===== config.mk =====
export PLATFORM = sky130hd
export DESIGN_NAME = can_tx_buffer_scheduler_top_flat
export DESIGN_NICKNAME = d
export VERILOG_FILES = /design/src/rtl/ctbs_pkg.sv /design/src/rtl/ctbs_if.sv /design/src/rtl/ctbs_flags.sv /design/src/rtl/ctbs_seq.sv /design/src/rtl/can_tx_buffer_scheduler_top.sv /design/src/flat_wrapper.sv
export SDC_FILE = /design/constraint.sdc
export NUM_CORES = 1
export LEC_CHECK = 0
export BUFFER_PORTS_ARGS = -buffer_cell sky130_fd_sc_hd__clkbuf_2
export CORE_ASPECT_RATIO = 0.5
export CORE_UTILIZATION = 55
export CTS_CLUSTER_DIAMETER = 200
export CTS_CLUSTER_SIZE = 8
export DETAILED_ROUTE_END_ITERATION = 16
export GPL_TIMING_DRIVEN = 0
export PLACE_DENSITY = 0.75
export RECOVER_POWER = 100
export SLEW_MARGIN = 40
export SYNTH_ARGS = -nofsm -noshare
export SYNTH_HDL_FRONTEND = slang
export SYNTH_SLANG_ARGS = --single-unit
export TNS_END_PERCENT = 1

===== constraint.sdc =====
create_clock -name clk -period 5.32 [get_ports clk]
set_input_delay 0.532 -clock clk [delete_from_list [all_inputs] [get_ports clk]]
set_output_delay 0.532 -clock clk [all_outputs]
set_load 0.005 [all_outputs]

===== src/rtl/ctbs_pkg.sv =====
`default_nettype none
package ctbs_pkg;

  localparam int NUM_TX_BUFFERS = 16;
  localparam int SCAN_W = (NUM_TX_BUFFERS > 1) ? $clog2(NUM_TX_BUFFERS) : 1;

  localparam int OPCODE_W = 3;
  localparam int BUF_IDX_W = 4;
  localparam int TX_ERR_W = 9;
  localparam int RX_ERR_W = 8;
  localparam int RX_OVF_W = 8;
  localparam int STATUS_W = 8;
  localparam int COUNT_W = 8;
  localparam int ERR_WORD_W = TX_ERR_W + RX_ERR_W + RX_OVF_W;

  localparam logic [COUNT_W-1:0] COUNT_MAX = 8'd255;
  localparam logic [TX_ERR_W-1:0] TX_BUSOFF_LIMIT = 9'd256;
  localparam logic [TX_ERR_W-1:0] TX_PASSIVE_LIMIT = 9'd128;
  localparam logic [TX_ERR_W-1:0] TX_WARN_LIMIT = 9'd96;
  localparam logic [RX_ERR_W-1:0] RX_PASSIVE_LIMIT = 8'd128;
  localparam logic [RX_ERR_W-1:0] RX_WARN_LIMIT = 8'd96;

  // error status bit positions
  localparam int ST_TXWARN = 0;
  localparam int ST_TXPASSIVE = 1;
  localparam int ST_BUSOFF = 2;
  localparam int ST_TXOVF = 3;
  localparam int ST_PDOLATE = 4;
  localparam int ST_RXWARN = 5;
  localparam int ST_RXPASSIVE = 6;
  localparam int ST_RXOVF = 7;

  typedef enum logic [OPCODE_W-1:0] {
    OP_SETUP    = 3'd0,
    OP_SEND     = 3'd1,
    OP_TX_DONE  = 3'd2,
    OP_CLR_SYNC = 3'd3,
    OP_ERR_UPD  = 3'd4
  } op_e;

  typedef struct packed {
    logic [OPCODE_W-1:0]  opcode;
    logic [BUF_IDX_W-1:0] buffer_index;
    logic                 sync_flag;
    logic [TX_ERR_W-1:0]  tx_error_count;
    logic [RX_ERR_W-1:0]  rx_error_count;
    logic [RX_OVF_W-1:0]  rx_overflow_count;
  } in_item_t;

  typedef struct packed {
    logic                 transmit_valid;
    logic [BUF_IDX_W-1:0] transmit_index;
    logic                 send_overflow;
    logic [STATUS_W-1:0]  error_status;
    logic [COUNT_W-1:0]   pending_count;
  } result_t;

  typedef struct packed {
    logic              full_we;
    logic              full;
    logic              sync_we;
    logic              sync;
    logic [SCAN_W-1:0] addr;
  } flag_wr_t;

  typedef struct packed {
    logic full;
    logic sync;
  } flag_rd_t;

endpackage
`default_nettype wire


===== src/rtl/ctbs_if.sv =====
`default_nettype none
interface ctbs_in_if import ctbs_pkg::*; ();
  logic                 valid;
  logic                 ready;
  logic [OPCODE_W-1:0]  opcode;
  logic [BUF_IDX_W-1:0] buffer_index;
  logic                 sync_flag;
  logic [TX_ERR_W-1:0]  tx_error_count;
  logic [RX_ERR_W-1:0]  rx_error_count;
  logic [RX_OVF_W-1:0]  rx_overflow_count;

  modport source (
    output valid, opcode, buffer_index, sync_flag, tx_error_count, rx_error_count,
           rx_overflow_count,
    input  ready
  );
  modport sink (
    input  valid, opcode, buffer_index, sync_flag, tx_error_count, rx_error_count,
           rx_overflow_count,
    output ready
  );
endinterface

interface ctbs_out_if import ctbs_pkg::*; ();
  logic                 valid;
  logic                 ready;
  logic                 transmit_valid;
  logic [BUF_IDX_W-1:0] transmit_index;
  logic                 send_overflow;
  logic [STATUS_W-1:0]  error_status;
  logic [COUNT_W-1:0]   pending_count;

  modport source (
    output valid, transmit_valid, transmit_index, send_overflow, error_status,
           pending_count,
    input  ready
  );
  modport sink (
    input  valid, transmit_valid, transmit_index, send_overflow, error_status,
           pending_count,
    output ready
  );
endinterface
`default_nettype wire


===== src/rtl/ctbs_flags.sv =====
`default_nettype none
module ctbs_flags import ctbs_pkg::*; (
  input  wire logic              clk,
  input  wire logic              rst_n,
  input  wire logic [SCAN_W-1:0] rd_addr,
  output flag_rd_t               rd,
  input  wire flag_wr_t          wr
);

  logic [NUM_TX_BUFFERS-1:0] full_r;
  logic [NUM_TX_BUFFERS-1:0] sync_r;

  assign rd.full = full_r[rd_addr];
  assign rd.sync = sync_r[rd_addr];

  always_ff @(posedge clk) begin
    if (!rst_n) begin
      full_r <= '0;
      sync_r <= '0;
    end else begin
      if (wr.full_we) full_r[wr.addr] <= wr.full;
      if (wr.sync_we) sync_r[wr.addr] <= wr.sync;
    end
  end

endmodule
`default_nettype wire


===== src/rtl/ctbs_seq.sv =====
`default_nettype none
module ctbs_seq import ctbs_pkg::*; (
  input  wire logic              clk,
  input  wire logic              rst_n,
  input  wire logic              in_valid,
  output logic                   in_ready,
  input  wire in_item_t          in_item,
  input  wire logic              res_free,
  output logic                   res_valid,
  output result_t                res,
  output logic [SCAN_W-1:0]      rd_addr,
  input  wire flag_rd_t          rd,
  output flag_wr_t               wr
);

  typedef enum logic [3:0] {
    S_IDLE = 4'b0001,
    S_EXEC = 4'b0010,
    S_SCAN = 4'b0100,
    S_FIN  = 4'b1000
  } state_t;

  state_t                state_r, state_nxt;
  in_item_t              item_r, item_nxt;
  logic                  idx_ok_r, idx_ok_nxt;
  logic [SCAN_W-1:0]     scan_r, scan_nxt;
  logic [COUNT_W-1:0]    q_cnt_r, q_cnt_nxt;
  logic                  inhibit_r, inhibit_nxt;
  logic                  await_r, await_nxt;
  logic [STATUS_W-1:0]   status_r, status_nxt;
  logic [ERR_WORD_W-1:0] last_err_r, last_err_nxt;
  logic                  tvalid_r, tvalid_nxt;
  logic [BUF_IDX_W-1:0]  tidx_r, tidx_nxt;
  logic                  sovf_r, sovf_nxt;
  logic [ERR_WORD_W-1:0] err_word;
  logic [SCAN_W-1:0]     item_addr;
  logic                  scan_last;

  function automatic logic [STATUS_W-1:0] err_status(
    input logic [STATUS_W-1:0] st_in,
    input logic [TX_ERR_W-1:0] tx,
    input logic [RX_ERR_W-1:0] rx,
    input logic [RX_OVF_W-1:0] ovf
  );
    logic [STATUS_W-1:0] st;
    st = st_in;
    if (tx >= TX_BUSOFF_LIMIT) begin
      st[ST_BUSOFF] = 1'b1;
    end else begin
      st[ST_BUSOFF] = 1'b0;
      st[ST_RXWARN] = (rx >= RX_WARN_LIMIT);
      st[ST_RXPASSIVE] = (rx >= RX_PASSIVE_LIMIT);
      st[ST_TXWARN] = (tx >= TX_WARN_LIMIT);
      st[ST_TXPASSIVE] = (tx >= TX_PASSIVE_LIMIT);
      if (!st[ST_TXPASSIVE]) st[ST_TXOVF] = 1'b0;
    end
    if (ovf != '0) st[ST_RXOVF] = 1'b1;
    return st;
  endfunction

  assign err_word  = {item_r.tx_error_count, item_r.rx_error_count, item_r.rx_overflow_count};
  assign item_addr = SCAN_W'(item_r.buffer_index);
  assign scan_last = (scan_r == SCAN_W'(NUM_TX_BUFFERS - 1));
  assign rd_addr   = (state_r == S_SCAN) ? scan_r : item_addr;

  assign in_ready  = (state_r == S_IDLE);
  assign res_valid = (state_r == S_FIN) && res_free;

  always_comb begin
    res.transmit_valid = tvalid_r;
    res.transmit_index = tidx_r;
    res.send_overflow  = sovf_r;
    res.error_status   = status_r;
    res.pending_count  = q_cnt_r;
  end

  always_comb begin
    state_nxt    = state_r;
    item_nxt     = item_r;
    idx_ok_nxt   = idx_ok_r;
    scan_nxt     = scan_r;
    q_cnt_nxt    = q_cnt_r;
    inhibit_nxt  = inhibit_r;
    await_nxt    = await_r;
    status_nxt   = status_r;
    last_err_nxt = last_err_r;
    tvalid_nxt   = tvalid_r;
    tidx_nxt     = tidx_r;
    sovf_nxt     = sovf_r;
    wr           = '0;
    wr.addr      = rd_addr;

    unique case (state_r)
      S_IDLE: begin
        if (in_valid) begin
          item_nxt   = in_item;
          idx_ok_nxt = (int'(in_item.buffer_index) < NUM_TX_BUFFERS);
          tvalid_nxt = 1'b0;
          tidx_nxt   = '0;
          sovf_nxt   = 1'b0;
          scan_nxt   = '0;
          state_nxt  = S_EXEC;
        end
      end

      S_EXEC: begin
        state_nxt = S_FIN;
        unique case (item_r.opcode)
          OP_SETUP: begin
            if (idx_ok_r) begin
              wr.full_we = 1'b1;
              wr.full    = 1'b0;
              wr.sync_we = 1'b1;
              wr.sync    = item_r.sync_flag;
            end
          end
          OP_SEND: begin
            if (idx_ok_r) begin
              if (rd.full) begin
                sovf_nxt = 1'b1;
                if (!await_r) status_nxt[ST_TXOVF] = 1'b1;
              end
              if (q_cnt_r == '0) begin
                inhibit_nxt = rd.sync;
                tvalid_nxt  = 1'b1;
                tidx_nxt    = item_r.buffer_index;
              end else begin
                wr.full_we = 1'b1;
                wr.full    = 1'b1;
                if (q_cnt_r != COUNT_MAX) q_cnt_nxt = q_cnt_r + COUNT_W'(1);
              end
            end
          end
          OP_TX_DONE: begin
            await_nxt   = 1'b0;
            inhibit_nxt = 1'b0;
            if (q_cnt_r != '0) state_nxt = S_SCAN;
          end
          OP_CLR_SYNC: begin
            // a frame in flight that was a sync pdo counts as dropped
            inhibit_nxt = 1'b0;
            if (inhibit_r) status_nxt[ST_PDOLATE] = 1'b1;
            if (q_cnt_r != '0) state_nxt = S_SCAN;
          end
          OP_ERR_UPD: begin
            if (err_word != last_err_r) begin
              last_err_nxt = err_word;
              status_nxt   = err_status(status_r, item_r.tx_error_count,
                                        item_r.rx_error_count, item_r.rx_overflow_count);
            end
          end
          default: begin
          end
        endcase
      end

      S_SCAN: begin
        // one flag pair per cycle through the shared read port
        scan_nxt = scan_r + SCAN_W'(1);
        if (item_r.opcode == OP_TX_DONE) begin
          if (rd.full) begin
            wr.full_we  = 1'b1;
            wr.full     = 1'b0;
            q_cnt_nxt   = q_cnt_r - COUNT_W'(1);
            inhibit_nxt = rd.sync;
            tvalid_nxt  = 1'b1;
            tidx_nxt    = BUF_IDX_W'(scan_r);
            state_nxt   = S_FIN;
          end else if (scan_last) begin
            q_cnt_nxt = '0;
            state_nxt = S_FIN;
          end
        end else begin
          if (rd.full && rd.sync) begin
            wr.full_we = 1'b1;
            wr.full    = 1'b0;
            if (q_cnt_r != '0) q_cnt_nxt = q_cnt_r - COUNT_W'(1);
            status_nxt[ST_PDOLATE] = 1'b1;
          end
          if (scan_last) state_nxt = S_FIN;
        end
      end

      S_FIN: begin
        if (res_free) state_nxt = S_IDLE;
      end

      default: begin
        state_nxt = S_IDLE;
      end
    endcase
  end

  always_ff @(posedge clk) begin
    if (!rst_n) begin
      state_r    <= S_IDLE;
      q_cnt_r    <= '0;
      inhibit_r  <= 1'b0;
      await_r    <= 1'b1;
      status_r   <= '0;
      last_err_r <= '0;
    end else begin
      state_r    <= state_nxt;
      q_cnt_r    <= q_cnt_nxt;
      inhibit_r  <= inhibit_nxt;
      await_r    <= await_nxt;
      status_r   <= status_nxt;
      last_err_r <= last_err_nxt;
    end
  end

  always_ff @(posedge clk) begin
    item_r   <= item_nxt;
    idx_ok_r <= idx_ok_nxt;
    scan_r   <= scan_nxt;
    tvalid_r <= tvalid_nxt;
    tidx_r   <= tidx_nxt;
    sovf_r   <= sovf_nxt;
  end

endmodule
`default_nettype wire


===== src/rtl/can_tx_buffer_scheduler_top.sv =====
`default_nettype none
// channel   dir  handshake      payload
// in_bus    in   valid/ready    opcode, buffer_index, sync_flag, tx/rx error counts, rx overflow
// out_bus   out  valid/ready    transmit_valid/index, send_overflow, error_status, pending_count
//
// setup, send, error update and unknown opcodes pass through S_EXEC and S_FIN back to idle
// transmit complete and clear sync with pending buffers add a scan of up to NUM_TX_BUFFERS
// buffers, one buffer per cycle through the single flag read port
// reset (rst_n low, synchronous) clears all flags and counters and leaves in_bus ready
// a result waits in the output register; the next item is accepted meanwhile and
// its own result is held back until out_bus takes the waiting beat
module can_tx_buffer_scheduler_top import ctbs_pkg::*; (
  input  wire logic   clk,
  input  wire logic   rst_n,
  ctbs_in_if.sink     in_bus,
  ctbs_out_if.source  out_bus
);

  in_item_t          in_item;
  result_t           res;
  result_t           out_r;
  logic              out_valid_r, out_valid_nxt;
  logic              res_valid;
  logic              res_free;
  logic              in_ready;
  logic [SCAN_W-1:0] rd_addr;
  flag_rd_t          rd;
  flag_wr_t          wr;

  always_comb begin
    in_item.opcode            = in_bus.opcode;
    in_item.buffer_index      = in_bus.buffer_index;
    in_item.sync_flag         = in_bus.sync_flag;
    in_item.tx_error_count    = in_bus.tx_error_count;
    in_item.rx_error_count    = in_bus.rx_error_count;
    in_item.rx_overflow_count = in_bus.rx_overflow_count;
  end

  assign in_bus.ready = in_ready;

  ctbs_seq u_seq (
    .clk      (clk),
    .rst_n    (rst_n),
    .in_valid (in_bus.valid),
    .in_ready (in_ready),
    .in_item  (in_item),
    .res_free (res_free),
    .res_valid(res_valid),
    .res      (res),
    .rd_addr  (rd_addr),
    .rd       (rd),
    .wr       (wr)
  );

  ctbs_flags u_flags (
    .clk    (clk),
    .rst_n  (rst_n),
    .rd_addr(rd_addr),
    .rd     (rd),
    .wr     (wr)
  );

  // output register frees up in the same cycle its beat is taken
  assign res_free = !out_valid_r || out_bus.ready;

  always_comb begin
    out_valid_nxt = out_valid_r;
    if (res_valid) begin
      out_valid_nxt = 1'b1;
    end else if (out_bus.ready) begin
      out_valid_nxt = 1'b0;
    end
  end

  always_ff @(posedge clk) begin
    if (!rst_n) begin
      out_valid_r <= 1'b0;
    end else begin
      out_valid_r <= out_valid_nxt;
    end
  end

  always_ff @(posedge clk) begin
    if (res_valid) out_r <= res;
  end

  assign out_bus.valid          = out_valid_r;
  assign out_bus.transmit_valid = out_r.transmit_valid;
  assign out_bus.transmit_index = out_r.transmit_index;
  assign out_bus.send_overflow  = out_r.send_overflow;
  assign out_bus.error_status   = out_r.error_status;
  assign out_bus.pending_count  = out_r.pending_count;

endmodule
`default_nettype wire


===== src/flat_wrapper.sv =====
// flat-port wrapper written by rule: the top's interface ports become plain ports
module can_tx_buffer_scheduler_top_flat import ctbs_pkg::*;
  (clk, rst_n, in_bus_valid, in_bus_opcode, in_bus_buffer_index, in_bus_sync_flag, in_bus_tx_error_count, in_bus_rx_error_count, in_bus_rx_overflow_count, in_bus_ready, out_bus_valid, out_bus_transmit_valid, out_bus_transmit_index, out_bus_send_overflow, out_bus_error_status, out_bus_pending_count, out_bus_ready);
  ctbs_in_if in_bus_i ();
  ctbs_out_if out_bus_i ();
  input  wire logic clk;
  input  wire logic rst_n;
  input wire logic [$bits(in_bus_i.valid)-1:0] in_bus_valid;
  input wire logic [$bits(in_bus_i.opcode)-1:0] in_bus_opcode;
  input wire logic [$bits(in_bus_i.buffer_index)-1:0] in_bus_buffer_index;
  input wire logic [$bits(in_bus_i.sync_flag)-1:0] in_bus_sync_flag;
  input wire logic [$bits(in_bus_i.tx_error_count)-1:0] in_bus_tx_error_count;
  input wire logic [$bits(in_bus_i.rx_error_count)-1:0] in_bus_rx_error_count;
  input wire logic [$bits(in_bus_i.rx_overflow_count)-1:0] in_bus_rx_overflow_count;
  output wire logic [$bits(in_bus_i.ready)-1:0] in_bus_ready;
  output wire logic [$bits(out_bus_i.valid)-1:0] out_bus_valid;
  output wire logic [$bits(out_bus_i.transmit_valid)-1:0] out_bus_transmit_valid;
  output wire logic [$bits(out_bus_i.transmit_index)-1:0] out_bus_transmit_index;
  output wire logic [$bits(out_bus_i.send_overflow)-1:0] out_bus_send_overflow;
  output wire logic [$bits(out_bus_i.error_status)-1:0] out_bus_error_status;
  output wire logic [$bits(out_bus_i.pending_count)-1:0] out_bus_pending_count;
  input wire logic [$bits(out_bus_i.ready)-1:0] out_bus_ready;
  assign in_bus_i.valid = in_bus_valid;
  assign in_bus_i.opcode = in_bus_opcode;
  assign in_bus_i.buffer_index = in_bus_buffer_index;
  assign in_bus_i.sync_flag = in_bus_sync_flag;
  assign in_bus_i.tx_error_count = in_bus_tx_error_count;
  assign in_bus_i.rx_error_count = in_bus_rx_error_count;
  assign in_bus_i.rx_overflow_count = in_bus_rx_overflow_count;
  assign in_bus_ready = in_bus_i.ready;
  assign out_bus_valid = out_bus_i.valid;
  assign out_bus_transmit_valid = out_bus_i.transmit_valid;
  assign out_bus_transmit_index = out_bus_i.transmit_index;
  assign out_bus_send_overflow = out_bus_i.send_overflow;
  assign out_bus_error_status = out_bus_i.error_status;
  assign out_bus_pending_count = out_bus_i.pending_count;
  assign out_bus_i.ready = out_bus_ready;
  can_tx_buffer_scheduler_top u_core (.clk(clk), .rst_n(rst_n), .in_bus(in_bus_i), .out_bus(out_bus_i));
endmodule

### Word-level counts from Yosys, hierarchy flattened

Index checks and enable logic that the tools add are counted.

* shift operators: 0
* order comparisons: 7
* reduce and logical (&&, ||, !) cells: 29
* div/mod/pow operators: 0
* add/subtract/negate cells: 3
* multipliers: 0
* bitwise operators: 1
* muxes and demuxes: 69
* equal/unequal tests: 35

Operators with widths (number)
* $mux W8: 8
* $mux W4: 14
* $bwmux W16: 2
* $ne A2 B2 Y1 const B: 15
* $ne A25 B25 Y1: 1
* $mux W1: 22
* $pmux W4 S4: 1
* $pmux W8 S2: 1
* $reduce_bool A8 Y1: 2
* $mux W2: 7
* $reduce_and A7 Y1: 2
* $pmux W1 S2: 6
* $pmux W4 S3: 1
* $reduce_and A4 Y1: 3
* $reduce_and A6 Y1: 2
* $reduce_bool A2 Y1: 5
* $ge A9 B7 Y1 const B: 1
* $ge A9 B8 Y1 const B: 1
* $ge A9 B9 Y1 const B: 1
* $add A8 B1 Y8 const B: 1
* $bmux W1 S4: 2
* $eq A4 B4 Y1 const B: 2
* $ge A8 B7 Y1 const B: 1
* $ge A8 B8 Y1 const B: 1
* other kinds (31): 42

* bits in read-only memories: 0
* memories kept: 0
* flip-flop bits (word level): 145
* bits in writable memories: 0
* bits in latches: 0
* output and inout bits: 24

### Depth between registers and ports, before layout

* depth in word-level cells: 9
* mapped depth: 13
* depth with buffers taken out: 9

### By module

Synthesis repeated with hierarchy kept, for this count alone.

* cell total of the unflattened synthesis: 645
* area, all modules: 6712.7 um^2

By module, submodules not included
* ctbs_seq: seq. area each 2232.1 um^2, area each 4325.4 um^2, cells each 423, instances 1
* ctbs_flags: seq. area each 640.6 um^2, area each 1677.9 um^2, cells each 196, instances 1
* can_tx_buffer_scheduler_top: seq. area each 680.7 um^2, area each 709.4 um^2, cells each 26, instances 1

### Worst setup path after synthesis

No wires, ideal clock.

* kind: register to register
* from: register u_core.u_seq.state_r[3]
* to: register u_core.u_seq.tidx_r[0] (enable)
* path slack: 1.805 ns
* data arrival time: 3.118 ns
* buffers on the path: 2
* cell stages (with the launch flop): 11
* required time: 4.922 ns
* clock period less this slack: 3.515 ns
* cells stage by stage: dfxtp_1 > or4b_1 > buf_2 > mux2_4 > buf_6 > mux2i_1 > o22ai_1 > nor4_4 > nand2b_1 > and2_1 > a2111oi_0

* word-level cells in the longest chain between the ends: 6
* elaborated cells between the ends (all ways): 13
* classes of those cells: eq/ne (8); mux (3); reduce/logical (2)

Ends and longest elaborated chain
* from (decl): RTL line ctbs_seq.sv:23 `state_t state_r, state_nxt;`
* from (signal assigned): RTL line ctbs_seq.sv:203 `state_r <= state_nxt;`
* $eq A4 B3 Y1: RTL line ctbs_seq.sv:64, ctbs_seq.sv:93
* $mux W4: RTL line ctbs_seq.sv:64 `assign rd_addr = (state_r == S_SCAN) ? scan_r : item_addr;`
* $bmux W1 S4: RTL line ctbs_flags.sv:13 `assign rd.full = full_r[rd_addr];`
* $mux W1 (implied by the code): RTL line ctbs_flags.sv:13
* $ne A2 B2 Y1 (no line)
* $reduce_and A6 Y1 (no line) (*)
* to (signal assigned): RTL line ctbs_seq.sv:217 `tidx_r <= tidx_nxt;`
* to (decl): RTL line ctbs_seq.sv:33 `logic [BUF_IDX_W-1:0] tidx_r, tidx_nxt;`

Mark *: on every way between the ends. The rest lies on a longest branch, timed or not. The select of a mux whose other input is x is not followed.
A chain may end at the register's enable or synchronous reset.

### Final worst setup path

* from: register u_core.u_seq.state_r[1]
* to: register u_core.u_seq.tidx_r[3] (enable)

The elaborated chain is that of the path after synthesis.

==> flow_results.org <==
** Die
- The die covers 12300 µm².
- Number of top-level pins :: 61
- DIE WIDTH :: between 150 and 200 µm
- Initial Utilization :: 57.9%
- The die is approximately 79 µm tall.
- The region available for standard cell placement spans ~11000 µm².
- After floorplanning, the core was divided into 27 placement rows.

** Timing
- Setup violations remaining at the end of the flow were counted as 0.
- Headroom to the max-slew limit :: between 10% and 20%
- The smallest clock period supported by the final layout is computed as 4.26 ns.
- For the pin with the worst max-slew slack, the measured transition is 1.21 ns.
- The final number of hold-violating endpoints came to 0.
- Based on the critical path, the design can be clocked at up to 234 MHz.
- The worst path uses about four fifths of the clock period.
- Across the routed clock network, the largest skew measured is just over 0.01 ns.
- The number of pins with negative max-slew slack in the final report came to 0.
- Final setup TNS :: 0 ns
- RSZ-0062 raised after global routing :: no
- Setup slack on the critical path of the routed design comes to 1.06 ns.

** Layout
- Summing all multi-input logic gate instances after layout gives 2760 µm².
- Fraction of layout cells with a size suffix above 1 :: 14.5%
- The final layout contains 744 nets.
- Counting the fill cells in the layout gives 850.
- Number of antenna cells inserted :: 0
- Area Overhead vs Synth :: 17.6%
- Across the whole layout, storage elements account for between 3000 and 4000 µm².

** Yosys
- Proportion of synthesized chip area in sequential cells :: 54.5%
- For this run, asynchronously set or reset flops after synthesis account for 0%.
- Yosys printed 0 warnings.
- Most used flip-flop cell after synthesis :: sky130_fd_sc_hd__dfxtp_1
- Synthesized net count :: between 600 and 700
- Gate Count Post-Synth :: a little over 600
- Synthesized flop and latch total :: 145
- The synthesized design contains 65 enable-type register cells.
- A synthesized cell averages 10.5 µm².
- Syn Std Cell Area :: 6520 µm²
- Synth unique cells :: 60

** Setup path
- Worst path most repeated cell :: sky130_fd_sc_hd__clkbuf_1
- Number of buffers and inverters on the critical path :: 3
- Path type of the worst setup path :: reg2reg
- Launching element type of the critical path :: register
- CP max-delay cell :: sky130_fd_sc_hd__clkbuf_1
- Worst reg-to-reg path cell count :: 11
- Data on the critical path is required at its endpoint by 5.44 ns.
- Worst r2r src :: u_core.u_seq.state_r[1]$_SDFFE_PN0P_
- Grouping stages by cell kind, the critical path spends the most delay in buffers and inverters.
- In this run the critical register-to-register path is captured at u_core.u_seq.tidx_r[3]$_SDFFCE_PP0P_.
- In this run the register-to-register setup slack is 1.06 ns.
- Worst Path Max Fanout :: 10
- On the worst path, the slowest cell contributes a delay of 0.62 ns.
- CP cell instances :: or4b_1, clkbuf_1, clkbuf_1, mux2i_1, nand2_1, o22ai_1, nor4_4, nand2b_1, and2_0, a2111oi_0, buf_2
- Critical path endpoint category :: register
- Worst Path Arrival :: 4.38 ns

** GRT
- Number of global-route vias before repair :: between 4000 and 5000
- Global routing consumed, over all layers together, 24.9% of the routing resources.
- For this run, global-route usage on met3 was measured as around 6.3%.
- Grt total ovfl :: 0
- Wire length of the first global-routing pass :: ~23 mm
- Antenna violations before repair :: 0
- Global routing used around two fifths of the available met2 tracks.
- Pin count of the biggest net entering global routing :: 34
- Most used routing layer :: met2
- Met1 Resource Use GR :: 31.5%

** Min path
- Counting instances, the worst hold path has a depth of 1.
- Destination of the worst hold path :: u_core.u_seq.err_word[14]$_DFFE_PP_
- The worst hold path begins at in_bus_rx_error_count[6].
- In this run the worst hold path is classified as in2reg.

** Drt
- Routed via count :: 5150
- Iter 0 DRT Violations :: a little over 400
- Wire length after detailed routing :: 14.7 mm
- Before antenna repair, the detailed router went through 5 iterations.
- In the routed design, unresolved DRC markers number 0.
- Dividing the detail-routed wire length by the instance count gives approximately 17 µm.
- Vias per cell :: around 5.9
- The count of nets left with antenna violations once routing finished came out at 0.

** Clocking
- In this run the deepest clock path goes through 2 buffers.
- Clock input transition at the sequential cells of the worst setup and hold paths :: 0.07 ns
- Sink count of the clock tree :: 145
- Counting the buffers created by CTS gives 17.
- Post-CTS timing repair inserted 0 buffers for setup.
- The cell sitting at the root of the clock tree is a sky130_fd_sc_hd__clkbuf_16.
- Resized cells post-CTS :: 0
- TritonCTS built the clock tree.
- Insertion delay of the later-clocked pin in the worst-skew pair :: 0.42 ns
- Buffers inserted to repair hold after CTS numbered 0.
- Number of H-tree levels :: 4

** Place
- Placed wire-length estimate :: 9.88 mm
- At the placement stage, the worst setup path has a slack of 1.71 ns.
- Buffers placed on the I/O ports in this run total 59.
- GPL Wtd Cong :: 0.920

** Pwr
- IR analysis of the VDD net gives a maximum drop of 0.000190 V.
- Leakage component of the power :: 2.92 nW
- Pwr per Cell Area :: 357 nW/µm²
- The design draws around 2.7 mW.

** Status
- Result of the run :: complete, no violations

** Job
- Maximum capacitance violations :: 0
-- logic make-up after synthesis --
| group | Yosys count | share of synthesized area, % |
|---|---|---|
| AOI/OAI and AO/OA | 133 | 13.0 |
| DFF | 145 | 54.5 |
| buffers and inverters | 48 | 3.19 |
| muxes | 55 | 9.24 |
| xor gates and xnor gates | 29 | 3.90 |
| and+or+nand+nor | 208 | 15.3 |
| adders and majority gates | 4 | 0.768 |
-- power breakdown --
| group | internal, mW | total (mW) | switching, mW |
|---|---|---|---|
| Combinational | 0.0593 | 0.173 | 0.114 |
| Clock | 0.811 | 1.32 | 0.514 |
| Sequential | 1.21 | 1.24 | 0.0285 |
-- placed cells by master (no fill, tap or decap), drive strengths merged, types with 5 or more instances in the layout --
master    n
nand2b    6
a211oi    8
xnor2    26
nand4    19
clkbuf  108
a21oi    28
nor4      6
nor2     75
nand2    52
a31oi    22
inv      22
mux2      5
nand3    15
nor3      8
edfxtp   65
buf       7
dfxtp    80
o21ai    40
mux2i    50
and2      5
-- metrics by stage --
step / instance area, µm² / cells / hold slack [ns] / util [%]
CTS: 7720 / 875 / 0.263 / 68.6
detailed placement: 7060 / 843 / 0.405 / 62.8
finish: 7660 / 875 / 0.282 / 68.1
global placement: 7010 / 840 / 0.401 / 62.3
floorplan: 6520 / 622 / 0.400 / -
global route: 7660 / 875 / 0.256 / 68.1
-- worst register-to-register path, cell delays in order, from the launching register on --
cell and delay, ns:
sky130_fd_sc_hd__dfxtp_1 0.40, sky130_fd_sc_hd__or4b_1 0.14, sky130_fd_sc_hd__clkbuf_1 0.30, sky130_fd_sc_hd__clkbuf_1 0.62, sky130_fd_sc_hd__mux2i_1 0.62, sky130_fd_sc_hd__nand2_1 0.12
sky130_fd_sc_hd__o22ai_1 0.29, sky130_fd_sc_hd__nor4_4 0.15, sky130_fd_sc_hd__nand2b_1 0.21, sky130_fd_sc_hd__and2_0 0.22, sky130_fd_sc_hd__a2111oi_0 0.60, sky130_fd_sc_hd__buf_2 0.31
-- Yosys cell counts (all sizes together), types with 3 or more instances --
| master | n | area [µm²] |
|---|---|---|
| edfxtp | 65 | 1950 |
| mux2 | 5 | 60.1 |
| a211oi | 8 | 87.6 |
| a31oi | 22 | 138 |
| xnor2 | 26 | 228 |
| nand3 | 15 | 75.1 |
| ha | 4 | 50.1 |
| o31ai | 3 | 22.5 |
| inv | 12 | 45.0 |
| nand2b | 6 | 37.5 |
| o21a | 3 | 22.5 |
| nor2b | 4 | 25.0 |
| nor4 | 6 | 52.6 |
| a21oi | 28 | 140 |
| a22o | 4 | 35.0 |
| nand2 | 52 | 195 |
| a32oi | 3 | 26.3 |
| o21ai | 40 | 200 |
| nor3 | 8 | 40.0 |
| a22oi | 3 | 22.5 |
| nor2 | 75 | 282 |
| a311oi | 3 | 26.3 |
| and2 | 5 | 33.8 |
| xor2 | 3 | 26.3 |
| or4b | 3 | 30.0 |
| clkbuf | 25 | 93.8 |
| nand4 | 19 | 119 |
| dfxtp | 80 | 1600 |
| o22ai | 4 | 25.0 |
| mux2i | 50 | 542 |
| buf | 11 | 68.8 |
| and3 | 4 | 25.0 |
-- worst max path at each step --
stage                                    startpoint                                   end  slack [ns]  cells past startpoint
2_1_floorplan  u_core.u_seq.state_r[3]$_SDFFE_PN0P_  u_core.u_seq.tidx_r[0]$_SDFFCE_PP0P_        1.80                     10
3_3_place_gp   u_core.u_seq.state_r[3]$_SDFFE_PN0P_  u_core.u_seq.tidx_r[2]$_SDFFCE_PP0P_        0.70                      9
3_5_place_dp   u_core.u_seq.state_r[3]$_SDFFE_PN0P_  u_core.u_seq.q_cnt_r[1]$_SDFFE_PN0P_        1.71                     11
4_1_cts        u_core.u_seq.state_r[3]$_SDFFE_PN0P_  u_core.u_seq.q_cnt_r[3]$_SDFFE_PN0P_        1.66                     11
5_1_grt        u_core.u_seq.state_r[1]$_SDFFE_PN0P_  u_core.u_seq.tidx_r[3]$_SDFFCE_PP0P_        0.78                     11
6_report       u_core.u_seq.state_r[1]$_SDFFE_PN0P_  u_core.u_seq.tidx_r[3]$_SDFFCE_PP0P_        1.06                     11
-- flip-flops by register name (all words and copies together), names as in the netlist, 8 cells and up --
name	flops
u_core.out_bus.error_status	8
u_core.out_bus.pending_count	8
u_core.u_flags.full_r	16
u_core.u_flags.sync_r	16
u_core.u_seq.err_word	25
u_core.u_seq.last_err_r	25
u_core.u_seq.q_cnt_r	8
u_core.u_seq.status_r	8
-- metal layers --
metal | up-vias | share of wire, % | wire (µm)
met2 | 216 | 48 | 7140
met1 | 2465 | 43 | 6400
li1 | 2448 | - | -
met4 | 0 | 1.3 | 197
met3 | 21 | 6.8 | 1000
met5 | - | 0 | 0
-- final cells by class --
type                       count  area share [%]
multi-input combinational    429            36.0
inverter                      12           0.588
buffer                        36            1.99
sequential                   145            46.4
clock inverter                15            3.05
clock buffer                  17            5.55
timing repair buffer          62            3.87
tap                          159            2.60
No activity file was read; power rests on OpenSTA's default activity.
